[config.mk]
export PLATFORM = sky130hd
export DESIGN_NAME = edge_chain_point_decimator_unit
export DESIGN_NICKNAME = d
export VERILOG_FILES = /design/src/rtl/dcd_pkg.sv /design/src/rtl/edge_chain_point_decimator_unit.sv /design/src/rtl/dcd_isqrt.sv /design/src/rtl/dcd_out_fifo.sv
export VERILOG_INCLUDE_DIRS = /design/src /design/src/rtl
export SDC_FILE = /design/constraint.sdc
export NUM_CORES = 2
export LEC_CHECK = 0
export BUFFER_PORTS_ARGS = -buffer_cell sky130_fd_sc_hd__buf_2
export CAP_MARGIN = 10
export CORE_ASPECT_RATIO = 1.75
export CORE_MARGIN = 3
export CORE_UTILIZATION = 55
export CTS_BUF_LIST = sky130_fd_sc_hd__clkbuf_8
export DETAILED_ROUTE_END_ITERATION = 8
export GPL_TIMING_DRIVEN = 0
export PLACE_DENSITY = 0.73
export SLEW_MARGIN = 20
export SYNTH_ARGS = -nofsm -noshare
export SYNTH_HDL_FRONTEND = slang
export SYNTH_SLANG_ARGS = --single-unit
[constraint.sdc]
create_clock -name clk -period 8 [get_ports clk]
set_clock_uncertainty 0.1 [all_clocks]
set_input_delay 1.2 -clock clk [delete_from_list [all_inputs] [get_ports clk]]
set_output_delay 1.2 -clock clk [all_outputs]
set_load 0.01 [all_outputs]
[src/rtl/assert_macros.svh]
// Assertion helpers for the point decimator.
// The using module must provide clk and arst_n.
`ifndef ASSERT_MACROS_SVH
`define ASSERT_MACROS_SVH

// Checked on every clock edge outside reset.
`define DCD_ASSERT(label, prop, msg) \
	label: assert property (@(posedge clk) disable iff (!arst_n) (prop)) else $error(msg);

// Checked on every clock edge, also while reset is applied.
`define DCD_ASSERT_ALWAYS(label, prop, msg) \
	label: assert property (@(posedge clk) (prop)) else $error(msg);

`endif

[src/rtl/dcd_pkg.sv]
`default_nettype none

package dcd_pkg;

	// Q12.4 coordinates
	localparam int unsigned COORD_FRAC_BITS      = 4;
	localparam int unsigned MAX_CHAIN_POINTS_DFLT = 4096;

	localparam int unsigned COORD_W = 16;
	localparam int unsigned STAB_W  = 11;
	localparam int unsigned GRAD_W  = 16;
	localparam int unsigned IDX_W   = 12;
	localparam int unsigned ACC_W   = 17;

	localparam logic [ACC_W-1:0] ACC_MAX = '1;

	// square root of dx^2 + dy^2: 33-bit radicand padded to an even width
	localparam int unsigned RAD_W  = 34;
	localparam int unsigned ROOT_W = RAD_W / 2;
	localparam int unsigned REM_W  = ROOT_W + 2;

	// config port
	localparam int unsigned PADDR_W = 3;
	localparam int unsigned PDATA_W = 32;

	typedef enum logic [0:0] {
		REG_SPACING = 1'b0
	} reg_idx_t;

	localparam logic [COORD_W-1:0] SPACING_RESET = 16'd48;
	localparam logic [COORD_W-1:0] SPACING_ONE   = COORD_W'(1 << COORD_FRAC_BITS);

	typedef struct packed {
		logic [COORD_W-1:0] pos_x;
		logic [COORD_W-1:0] pos_y;
		logic               is_stable;
		logic               is_corner;
		logic [STAB_W-1:0]  stability;
		logic [GRAD_W-1:0]  grad_mag;
		logic [IDX_W-1:0]   point_index;
		logic               chain_end;
	} in_t;

	typedef struct packed {
		logic [IDX_W-1:0]   kept_index;
		logic [COORD_W-1:0] kept_x;
		logic [COORD_W-1:0] kept_y;
		logic [IDX_W-1:0]   out_seq;
		logic               last_of_chain;
	} out_t;

endpackage

`default_nettype wire

[src/rtl/edge_chain_point_decimator_unit.sv]
`default_nettype none

// Edge chain point decimator. Takes one edge point per beat on the point
// channel and thins the chain: unstable points are dropped, stable points are
// kept on the first keep of a chain, on a corner, or once the summed distance
// since the last keep reaches spacing_q4 (Q12.4, values below 1.0 act as 1.0).
// A point close to the held one (under half the spacing) that is more stable
// or has a >1.15x stronger gradient replaces it. Kept points leave one keep
// late on the kept channel with a renumbered out_seq; chain_end flushes the
// held point with last_of_chain set, so one point can yield 0, 1 or 2 beats.
// One point at a time: a point that needs a distance goes through squaring of
// dx, then of dy, then the 2-bit-per-cycle square root of dx^2+dy^2 (17 steps
// plus handoff), then decide, update and flush steps; a point with nothing
// held or not stable goes straight to the decide step. A full two-entry output queue
// stalls the update or flush step until the sink takes a beat. spacing_q4
// sits at byte address 0 of the APB port and resets to 3.0 pixels.
module edge_chain_point_decimator_unit #(
	parameter int unsigned MAX_CHAIN_POINTS = dcd_pkg::MAX_CHAIN_POINTS_DFLT
) (
	input  wire                           clk,
	input  wire                           arst_n,
	// point input
	input  wire                           point_valid,
	output logic                          point_ready,
	input  wire dcd_pkg::in_t             point,
	// kept output
	output logic                          kept_valid,
	input  wire                           kept_ready,
	output dcd_pkg::out_t                 kept,
	// APB config
	input  wire                           psel,
	input  wire                           penable,
	input  wire                           pwrite,
	input  wire  [dcd_pkg::PADDR_W-1:0]   paddr,
	input  wire  [dcd_pkg::PDATA_W-1:0]   pwdata,
	output logic [dcd_pkg::PDATA_W-1:0]   prdata,
	output logic                          pready
);
	import dcd_pkg::*;

	`include "assert_macros.svh"

	localparam int unsigned CNT_W = $clog2(MAX_CHAIN_POINTS);
	localparam int unsigned MUL_W = 2 * COORD_W;
	localparam int unsigned G_W   = GRAD_W + 5;

	typedef enum logic [6:0] {
		S_IDLE   = 7'b0000001,
		S_SQX    = 7'b0000010,
		S_SQY    = 7'b0000100,
		S_ROOT   = 7'b0001000,
		S_DECIDE = 7'b0010000,
		S_OLD    = 7'b0100000,
		S_END    = 7'b1000000
	} state_t;

	state_t state_q;

	// config
	logic [COORD_W-1:0] spacing_q;
	logic [COORD_W-1:0] spacing_eff;
	logic               cfg_wr;

	// current item
	in_t                item_q;
	logic [COORD_W-1:0] dx_q;
	logic [COORD_W-1:0] dy_q;
	logic [MUL_W-1:0]   sqx_q;
	logic [MUL_W-1:0]   sqy;

	// held point and chain state
	logic [COORD_W-1:0] held_x_q;
	logic [COORD_W-1:0] held_y_q;
	logic [STAB_W-1:0]  held_stab_q;
	logic [GRAD_W-1:0]  held_grad_q;
	logic [IDX_W-1:0]   held_index_q;
	logic               has_held_q;
	logic [ACC_W-1:0]   acc_q;
	logic [CNT_W-1:0]   out_count_q;
	logic [CNT_W-1:0]   out_count_nxt;

	// decision
	logic               keep_q;
	logic               replace_q;
	logic [ACC_W-1:0]   acc_new_q;

	// root unit
	logic               sq_start;
	logic [RAD_W-1:0]   sq_rad;
	logic               sq_done;
	logic [ROOT_W-1:0]  sq_root;

	// result queue
	logic               fifo_push;
	logic               fifo_room;
	out_t               fifo_data;

	logic               accept;
	logic               measure;

	// -------------------------------------------------------------------
	// Config port
	// -------------------------------------------------------------------
	assign pready = 1'b1;
	assign cfg_wr = psel && penable && pwrite;

	always_ff @(posedge clk or negedge arst_n) begin
		if (!arst_n) begin
			spacing_q <= SPACING_RESET;
		end else if (cfg_wr && (reg_idx_t'(paddr[PADDR_W-1]) == REG_SPACING)) begin
			spacing_q <= pwdata[COORD_W-1:0];
		end
	end

	always_comb begin
		prdata = '0;
		if (reg_idx_t'(paddr[PADDR_W-1]) == REG_SPACING) begin
			prdata = PDATA_W'(spacing_q);
		end
	end

	assign spacing_eff = (spacing_q < SPACING_ONE) ? SPACING_ONE : spacing_q;

	// -------------------------------------------------------------------
	// Intake
	// -------------------------------------------------------------------
	assign point_ready = (state_q == S_IDLE);
	assign accept      = point_valid && point_ready;
	// a distance is only needed for a stable point with something held
	assign measure     = point.is_stable && has_held_q;

	always_ff @(posedge clk) begin
		if (accept) begin
			item_q <= point;
			dx_q   <= (point.pos_x > held_x_q) ? point.pos_x - held_x_q
			                                   : held_x_q - point.pos_x;
			dy_q   <= (point.pos_y > held_y_q) ? point.pos_y - held_y_q
			                                   : held_y_q - point.pos_y;
		end
		if (state_q == S_SQX) begin
			sqx_q <= dx_q * dx_q;
		end
	end

	// -------------------------------------------------------------------
	// Distance: dy^2 joins dx^2 on the way into the root unit
	// -------------------------------------------------------------------
	assign sq_start = (state_q == S_SQY);
	assign sqy      = dy_q * dy_q;
	assign sq_rad   = RAD_W'(sqx_q) + RAD_W'(sqy);

	dcd_isqrt u_isqrt (
		.clk    (clk),
		.arst_n (arst_n),
		.start  (sq_start),
		.rad    (sq_rad),
		.done   (sq_done),
		.root   (sq_root)
	);

	// -------------------------------------------------------------------
	// Keep / replace decision
	// -------------------------------------------------------------------
	logic [ACC_W-1:0] d_w;
	logic [ACC_W:0]   acc_sum;
	logic [ACC_W-1:0] acc_sat;
	logic [ACC_W:0]   d_x2;
	logic [G_W-1:0]   g20;
	logic [G_W-1:0]   h23;
	logic             stable_held;
	logic             keep_w;
	logic             replace_w;

	always_comb begin
		stable_held = item_q.is_stable && has_held_q;
		d_w         = stable_held ? sq_root : '0;
		acc_sum     = (ACC_W+1)'(acc_q) + (ACC_W+1)'(d_w);
		acc_sat     = acc_sum[ACC_W] ? ACC_MAX : acc_sum[ACC_W-1:0];
		d_x2        = {d_w, 1'b0};
		// 20*g versus 23*h, shift-and-add
		g20 = (G_W'(item_q.grad_mag) << 4) + (G_W'(item_q.grad_mag) << 2);
		h23 = (G_W'(held_grad_q) << 4) + (G_W'(held_grad_q) << 2)
		    + (G_W'(held_grad_q) << 1) + G_W'(held_grad_q);
		keep_w = item_q.is_stable
		      && (!has_held_q || (acc_sat >= ACC_W'(spacing_eff)) || item_q.is_corner);
		replace_w = stable_held && !keep_w
		         && (d_x2 < (ACC_W+1)'(spacing_eff))
		         && ((item_q.stability > held_stab_q) || (g20 > h23));
	end

	always_ff @(posedge clk) begin
		if (state_q == S_DECIDE) begin
			keep_q    <= keep_w;
			replace_q <= replace_w;
			acc_new_q <= stable_held ? acc_sat : acc_q;
		end
	end

	// -------------------------------------------------------------------
	// Emission into the result queue
	// -------------------------------------------------------------------
	logic emit_old;
	logic emit_last;

	assign emit_old  = (state_q == S_OLD) && keep_q && has_held_q;
	assign emit_last = (state_q == S_END) && item_q.chain_end && has_held_q;
	assign fifo_push = (emit_old || emit_last) && fifo_room;

	assign out_count_nxt = (out_count_q == CNT_W'(MAX_CHAIN_POINTS - 1))
	                       ? '0 : out_count_q + 1'b1;

	always_comb begin
		fifo_data.kept_index    = held_index_q;
		fifo_data.kept_x        = held_x_q;
		fifo_data.kept_y        = held_y_q;
		fifo_data.out_seq       = IDX_W'(out_count_q);
		fifo_data.last_of_chain = emit_last;
	end

	dcd_out_fifo u_out_fifo (
		.clk        (clk),
		.arst_n     (arst_n),
		.push       (fifo_push),
		.push_data  (fifo_data),
		.room       (fifo_room),
		.kept       (kept),
		.kept_valid (kept_valid),
		.kept_ready (kept_ready)
	);

	// -------------------------------------------------------------------
	// Held point payload (updated once the old one has left)
	// -------------------------------------------------------------------
	logic load_held;

	assign load_held = (state_q == S_OLD) && (keep_q || replace_q)
	                && (!emit_old || fifo_room);

	always_ff @(posedge clk) begin
		if (load_held) begin
			held_x_q     <= item_q.pos_x;
			held_y_q     <= item_q.pos_y;
			held_stab_q  <= item_q.stability;
			held_grad_q  <= item_q.grad_mag;
			held_index_q <= item_q.point_index;
		end
	end

	// -------------------------------------------------------------------
	// Sequencer and chain state
	// -------------------------------------------------------------------
	always_ff @(posedge clk or negedge arst_n) begin
		if (!arst_n) begin
			state_q     <= S_IDLE;
			has_held_q  <= 1'b0;
			acc_q       <= '0;
			out_count_q <= '0;
		end else begin
			unique case (state_q)
				S_IDLE: begin
					if (accept) begin
						state_q <= measure ? S_SQX : S_DECIDE;
					end
				end
				S_SQX: begin
					state_q <= S_SQY;
				end
				S_SQY: begin
					state_q <= S_ROOT;
				end
				S_ROOT: begin
					if (sq_done) begin
						state_q <= S_DECIDE;
					end
				end
				S_DECIDE: begin
					state_q <= S_OLD;
				end
				S_OLD: begin
					if (!emit_old || fifo_room) begin
						if (emit_old) begin
							out_count_q <= out_count_nxt;
						end
						if (keep_q) begin
							has_held_q <= 1'b1;
							acc_q      <= '0;
						end else begin
							acc_q <= acc_new_q;
						end
						state_q <= S_END;
					end
				end
				S_END: begin
					if (!emit_last || fifo_room) begin
						if (item_q.chain_end) begin
							has_held_q  <= 1'b0;
							acc_q       <= '0;
							out_count_q <= '0;
						end
						state_q <= S_IDLE;
					end
				end
				default: begin
					state_q <= S_IDLE;
				end
			endcase
		end
	end

	// -------------------------------------------------------------------
	// Checks
	// -------------------------------------------------------------------
	`DCD_ASSERT(a_acc_clear_when_empty, !has_held_q |-> (acc_q == '0), "distance sum nonzero with nothing held")
	`DCD_ASSERT(a_push_has_room, fifo_push |-> fifo_room, "result queue overflow")
	`DCD_ASSERT(a_root_in_root_state, sq_done |-> (state_q == S_ROOT), "root finished outside root wait")
	`DCD_ASSERT_ALWAYS(a_no_intake_while_busy, (state_q != S_IDLE) |-> !point_ready, "point taken while busy")

endmodule

`default_nettype wire

[src/rtl/dcd_isqrt.sv]
`default_nettype none

// Floor square root, two radicand bits per cycle, one root bit per step.
module dcd_isqrt (
	input  wire                         clk,
	input  wire                         arst_n,
	input  wire                         start,
	input  wire  [dcd_pkg::RAD_W-1:0]   rad,
	output logic                        done,
	output logic [dcd_pkg::ROOT_W-1:0]  root
);
	import dcd_pkg::*;

	localparam int unsigned CNT_W = $clog2(ROOT_W);
	localparam int unsigned CUR_W = REM_W + 2;

	logic [RAD_W-1:0]  rad_q;
	logic [REM_W-1:0]  rem_q;
	logic [ROOT_W-1:0] root_q;
	logic [CNT_W-1:0]  cnt_q;
	logic              busy_q;
	logic              done_q;

	logic [CUR_W-1:0] cur;
	logic [CUR_W-1:0] trial;
	logic             ge;
	logic [CUR_W-1:0] diff;

	always_comb begin
		cur   = {rem_q, rad_q[RAD_W-1 -: 2]};
		trial = {2'b00, root_q, 2'b01};
		ge    = (cur >= trial);
		diff  = cur - trial;
	end

	always_ff @(posedge clk) begin
		if (start) begin
			rad_q  <= rad;
			rem_q  <= '0;
			root_q <= '0;
		end else if (busy_q) begin
			rad_q  <= {rad_q[RAD_W-3:0], 2'b00};
			rem_q  <= ge ? diff[REM_W-1:0] : cur[REM_W-1:0];
			root_q <= {root_q[ROOT_W-2:0], ge};
		end
	end

	always_ff @(posedge clk or negedge arst_n) begin
		if (!arst_n) begin
			busy_q <= 1'b0;
			done_q <= 1'b0;
			cnt_q  <= '0;
		end else begin
			// pulse after the last step
			done_q <= busy_q && !start && (cnt_q == '0);
			if (start) begin
				busy_q <= 1'b1;
				cnt_q  <= CNT_W'(ROOT_W - 1);
			end else if (busy_q) begin
				if (cnt_q == '0) begin
					busy_q <= 1'b0;
				end else begin
					cnt_q <= cnt_q - 1'b1;
				end
			end
		end
	end

	assign done = done_q;
	assign root = root_q;

endmodule

`default_nettype wire

[src/rtl/dcd_out_fifo.sv]
`default_nettype none

// Two-entry result queue; parts the decimator from the output handshake.
module dcd_out_fifo (
	input  wire                 clk,
	input  wire                 arst_n,
	input  wire                 push,
	input  wire dcd_pkg::out_t  push_data,
	output logic                room,
	output dcd_pkg::out_t       kept,
	output logic                kept_valid,
	input  wire                 kept_ready
);
	import dcd_pkg::*;

	out_t       mem_q [2];
	logic       wr_ptr_q;
	logic       rd_ptr_q;
	logic [1:0] cnt_q;
	logic       pop;

	assign room       = (cnt_q != 2'd2);
	assign kept_valid = (cnt_q != 2'd0);
	assign kept       = mem_q[rd_ptr_q];
	assign pop        = kept_valid && kept_ready;

	always_ff @(posedge clk) begin
		if (push) begin
			mem_q[wr_ptr_q] <= push_data;
		end
	end

	always_ff @(posedge clk or negedge arst_n) begin
		if (!arst_n) begin
			wr_ptr_q <= 1'b0;
			rd_ptr_q <= 1'b0;
			cnt_q    <= 2'd0;
		end else begin
			if (push) begin
				wr_ptr_q <= ~wr_ptr_q;
			end
			if (pop) begin
				rd_ptr_q <= ~rd_ptr_q;
			end
			unique case ({push, pop})
				2'b10:   cnt_q <= cnt_q + 2'd1;
				2'b01:   cnt_q <= cnt_q - 2'd1;
				default: cnt_q <= cnt_q;
			endcase
		end
	end

endmodule

`default_nettype wire

Word level (Yosys, flattened, before mapping)
Memories as Yosys holds them, arrays and structs flattened. Cells that the tools add are included.

Bits in registers: 362. Bits in writable memories: 114. Bits of input ports: 116. Output and inout bits: 92. Word-level logic and storage cells: 164. Memories kept: 1.

Memory list: u_out_fifo.mem_q (words 2, width 57, rd ports 1, clocked after memory_dff 0, write ports 1, RTL line dcd_out_fifo.sv:16) `out_t mem_q [2];`.

$add $sub $neg: 15. Multipliers: 2. Magnitude comparators: 8. Eq/ne operators: 19. Multiplexer cells: 41. Bitwise logic cells: 3. Reductions and logical operators: 42.

Operators by type and width (count): $mux W17 (7); $mux W34 (2); $mul A16 B16 Y32 (2); $mux W16 (4); $sub A16 B16 Y16 (4); $mux W12 (5); $pmux W7 S7 (1); $add A20 B18 Y21 (2); $pmux W17 S2 (1); $add A32 B32 Y33 (1); $gt A16 B16 Y1 (2); $mux W7 (4); $pmux W12 S2 (1); $add A21 B16 Y21 (1); $add A21 B17 Y21 (1); $ge A21 B19 Y1 (1); $gt A21 B21 Y1 (1); $logic_and A1 B1 Y1 (20); $mux W5 (4); $mux W19 (1); $sub A19 B19 Y19 (1); $add A17 B17 Y18 (1); $lt A18 B16 Y1 (1); $ge A17 B16 Y1 (1); 29 further kinds (61).

Logic depth before layout (Yosys ltp)
Word-level depth: 12. Mapped depth: 27. Depth with buffers taken out: 25.

By module
Synthesis repeated with hierarchy kept, for this count alone.

Cell total of the unflattened synthesis: 3945. Area total of the unflattened synthesis: 41409.7 um2.

By module, submodules not included: edge_chain_point_decimator_unit (times used 1, cells each 3338, area each 32751.4 um2, seq. area each 8146.6 um2); dcd_out_fifo (times used 1, cells each 194, area each 4381.7 um2, seq. area each 3523.4 um2); dcd_isqrt (times used 1, cells each 413, area each 4276.6 um2, seq. area each 1916.8 um2).

Worst setup path after synthesis
OpenSTA, ideal clock, no wires.

Path type: reg2reg. Start: register dy_q[4]. End: register u_isqrt.rad_q[30], data pin. Library setup time: 268 ps. Arrival: 6381 ps. Required time: 7632 ps. Path slack: 1251 ps. Stages on the path, launching flop included: 24. Buffers on the path: 3. Clock period less this slack: 6749 ps. Path through: edfxtp_1 -> clkbuf_1 -> clkbuf_1 -> nand2_1 -> fa_1 -> inv_1 -> fa_1 -> fa_1 -> fa_1 -> fa_1 -> inv_1 -> fa_1 -> inv_1 -> ha_1 -> clkbuf_1 -> nand2_1 -> or2_2 -> o311ai_0 -> o211ai_1 -> o211ai_1 -> nor3_1 -> a21oi_1 -> xnor2_1 -> o21ai_0.

Word-level cells in the longest chain between the ends: 3.

Ends and longest elaborated chain: start: declaration (RTL line edge_chain_point_decimator_unit.sv:67) `logic [COORD_W-1:0] dy_q;`; start signal: assignment (RTL line edge_chain_point_decimator_unit.sv:137) `dy_q <= (point.pos_y > held_y_q) ? point.pos_y - held_y_q`; $mul A16 B16 Y32 (RTL line edge_chain_point_decimator_unit.sv:149) `assign sqy = dy_q * dy_q;`; $add A32 B32 Y33 (RTL line edge_chain_point_decimator_unit.sv:150) `assign sq_rad = RAD_W'(sqx_q) + RAD_W'(sqy);`; $mux W34 (RTL line dcd_isqrt.sv:37) `if (start) begin`; end signal: assignment (RTL line dcd_isqrt.sv:38) `rad_q <= rad;`; end signal: assignment (RTL line dcd_isqrt.sv:42) `rad_q <= {rad_q[RAD_W-3:0], 2'b00};`; end: declaration (RTL line dcd_isqrt.sv:17) `logic [RAD_W-1:0] rad_q;`.

Every way passes these cells. A chain may end at the register's enable or synchronous reset.

Worst setup path in the final report
Start: register dx_q[1]. End: register sqx_q[31], data pin.

Word-level cells in the longest chain between the ends: 1.

Ends and longest elaborated chain: start: declaration (RTL line edge_chain_point_decimator_unit.sv:66) `logic [COORD_W-1:0] dx_q;`; start signal: assignment (RTL line edge_chain_point_decimator_unit.sv:135) `dx_q <= (point.pos_x > held_x_q) ? point.pos_x - held_x_q`; $mul A16 B16 Y32 (RTL line edge_chain_point_decimator_unit.sv:141) `sqx_q <= dx_q * dx_q;`; end signal: assignment (RTL line edge_chain_point_decimator_unit.sv:141); end: declaration (RTL line edge_chain_point_decimator_unit.sv:68) `logic [MUL_W-1:0] sqx_q;`.

Every way passes these cells.

==> results_dict.tcl <==
set metrics [dict create \
    outcome "complete, no violations" \
    nets 5136 \
    tritoncts "built" \
    fp.coreArea_mm2 0.0731 \
    ctsHoldBuffers 0 \
    grt_pass1_wl_um 157000 \
    report.final.slew_viol_count 0 \
    fin_crit_ns 7.71 \
    first_pass_iters 5 \
    antenna_found_initial 1 \
    drive_gt1_share_pct 11.1 \
    globalplace.congestion 0.943 \
    ys_seq_elements 475 \
    die_w_um 212 \
    die_h_um 366 \
    fin_area_mm2 0.0447 \
    cp_data_required_time_ns 8.38 \
    drc_errors 0 \
    report.final.hold_viol_count 0 \
    critical_path_class "reg -> reg" \
    cts_buffer_depth 3 \
    detail_route.wl_per_cell_um 18.8 \
    synthCells 3937 \
    critPathMaxFanout 10 \
    grt_overflow 0 \
    worst_slew_pin_slew_ns 0.953 \
    cts_max_level 3 \
    grt_pass1_vias 31141 \
    synth_area_mm2 0.0407 \
    arrival_ns 8.09 \
    synth-edff-count 375 \
    start_util_pct 55.6 \
    drtIter0Drc 1243 \
    final_antenna_net_count 0 \
    syn_avg_cell_area_um2 10.3 \
    numCtsBuffers 74 \
    fmax_mhz 130 \
    hp-class "in -> async" \
    slew_headroom_pct 35.9 \
    critical_path.max_stage_delay_ns 0.54 \
    reg2reg_depth 27 \
    path_clk_slew_ns 0.07 \
    rows 131 \
    rsz0062_at_grt "no" \
    grt_max_degree 53 \
    vias 28587 \
    crit_path_end_kind "register" \
    slowest_stage "fa_1" \
    synthArstFlopShare_pct 13.5 \
    synth_seq_area_share_pct 33.4 \
    clk_latency_ns 0.74 \
    max_cap_violations 0 \
    start_kind "register" \
    groute.usage.overall_pct 26.0 \
    layout_common_cells "inv_1, ha_1, fa_1" \
    dpl_cell_area_mm2 0.0431 \
    routed_via_density 5.48 \
    ios 208 \
    ys_warn_count 0 \
    synth_cell_types 86 \
    port_buffers 172 \
    cts_sinks 475 \
    layout_commonest_cell "inv_1" \
    hpwl_um 80900 \
    clock-root-buffer "clkbuf_8" \
    finalCritPeriodShare_pct 96.4 \
    design.die.area_mm2 0.0774 \
    wl_um 97800 \
    setup_violations 0 \
    synth_flop_cell "edfxtp_1" \
    area_delta_synth_final_pct 9.88 \
    crit_top_cell "inv_1" \
]
[critical path, delay by kind of cell (launching register included)]
| kind | cells | cell delay [ns] |
|---|---|---|
| adders and majority gates | 7 | 3.38 |
| AOI/OAI and AO/OA | 6 | 1.52 |
| and+or+nand+nor | 4 | 1.03 |
| buffers and inverters | 9 | 0.97 |
| DFF | 1 | 0.36 |
| xor gates and xnor gates | 1 | 0.09 |
[worst paths after layout]
kind | to | start | slack, ns
worst max-delay path | sqx_q[31] | dx_q[1] | 0.29
worst min-delay path | u_out_fifo.wr_ptr_q | arst_n | 0.26
worst max register to register | sqx_q[31] | dx_q[1] | 0.29
worst min register to register | held_y_q[11] | item_q[53] | 0.31
max in group asynchronous | state_q[0] | arst_n | 6.91
min in group clk | held_y_q[11] | item_q[53] | 0.31
[metrics by stage]
stage	setup TNS (ns)	utilization (%)	hold WS (ns)	setup WS, ns	std cells
5_1_grt	0	61.1	0.245	0.0157	5215
4_1_cts	0	61.0	0.202	0.000854	5206
2_1_floorplan	0	-	0.300	1.25	3953
3_3_place_gp	-0.745	58.5	0.300	-0.550	5056
3_5_place_dp	-1.11	58.9	0.305	-0.611	5071
6_report	0	61.1	0.257	0.289	5215
[registers in the layout, indices dropped and copies added, names as in the netlist, 5 cells and up]
name	cells
state_q	7
u_isqrt.root	17
u_isqrt.rad_q	34
held_stab_q	11
item_q	74
held_grad_q	16
u_out_fifo.mem_q	114
held_y_q	16
acc_new_q	17
dx_q	16
sqx_q	31
held_index_q	12
held_x_q	16
spacing_q	16
u_isqrt.rem_q	19
u_isqrt.cnt_q	5
acc_q	17
dy_q	16
out_count_q	12
[synth_stat cells, drive strengths merged (28+ instances only)]
| library cell | number | area (um^2) |
|---|---|---|
| a21o | 62 | 465 |
| nor2b | 41 | 257 |
| nand2 | 328 | 1240 |
| edfxtp | 375 | 11300 |
| and2 | 93 | 582 |
| xor2 | 68 | 596 |
| nand2b | 35 | 219 |
| xnor2 | 110 | 963 |
| fa | 392 | 7850 |
| clkbuf | 78 | 294 |
| buf | 41 | 239 |
| o21ai | 148 | 741 |
| mux2 | 83 | 938 |
| ha | 406 | 5080 |
| a21oi | 178 | 891 |
| dfxtp | 36 | 721 |
| nor2 | 203 | 762 |
| mux2i | 41 | 410 |
| nand3 | 62 | 310 |
| inv | 765 | 2870 |
| dfrtp | 61 | 1530 |
| a31oi | 28 | 181 |
| nor3 | 36 | 185 |
[final cells by class]
cell class | instances | area [um^2]
fill | 6128 | 28400
multi-input combinational | 2593 | 23800
sequential | 475 | 13600
inverter | 766 | 2880
timing repair buffer | 196 | 1180
tap | 931 | 1160
clock buffer | 83 | 1140
buffer | 116 | 542
clock inverter | 54 | 414
antenna | 1 | 2.50
[per-layer routing]
layer  track usage [%]  routed length [um]  vias up
met2              50.1               54400      780
met4              17.3                7420        0
met5                 0                   0        -
li1                  -                   -    13505
met3              4.18                4360      356
met1              24.8               31700    13946
[cell families (layout without fill, tap and decap cells)]
logic type / after synthesis / after routing / synth area share [%]
and+or+nand+nor: 902 / 902 / 10.5
buffers and inverters: 885 / 1215 / 8.38
adders and majority gates: 800 / 800 / 31.8
AOI/OAI and AO/OA: 571 / 571 / 8.76
DFF: 475 / 475 / 33.4
xor gates and xnor gates: 178 / 178 / 3.83
muxes: 124 / 124 / 3.32
other: 2 / 19 / 0.0185
[timing repair]
action	4_1_cts	5_1_grt
buffers inserted	0	9
gates cloned	0	0
pin swaps	0	1
setup endpoints to repair	8	6
resized for setup	12	14
endpoints found under the hold margin	0	0
Power is not shown: default switching activity piles up to over one toggle a cycle in this logic, so the estimate is an artifact.
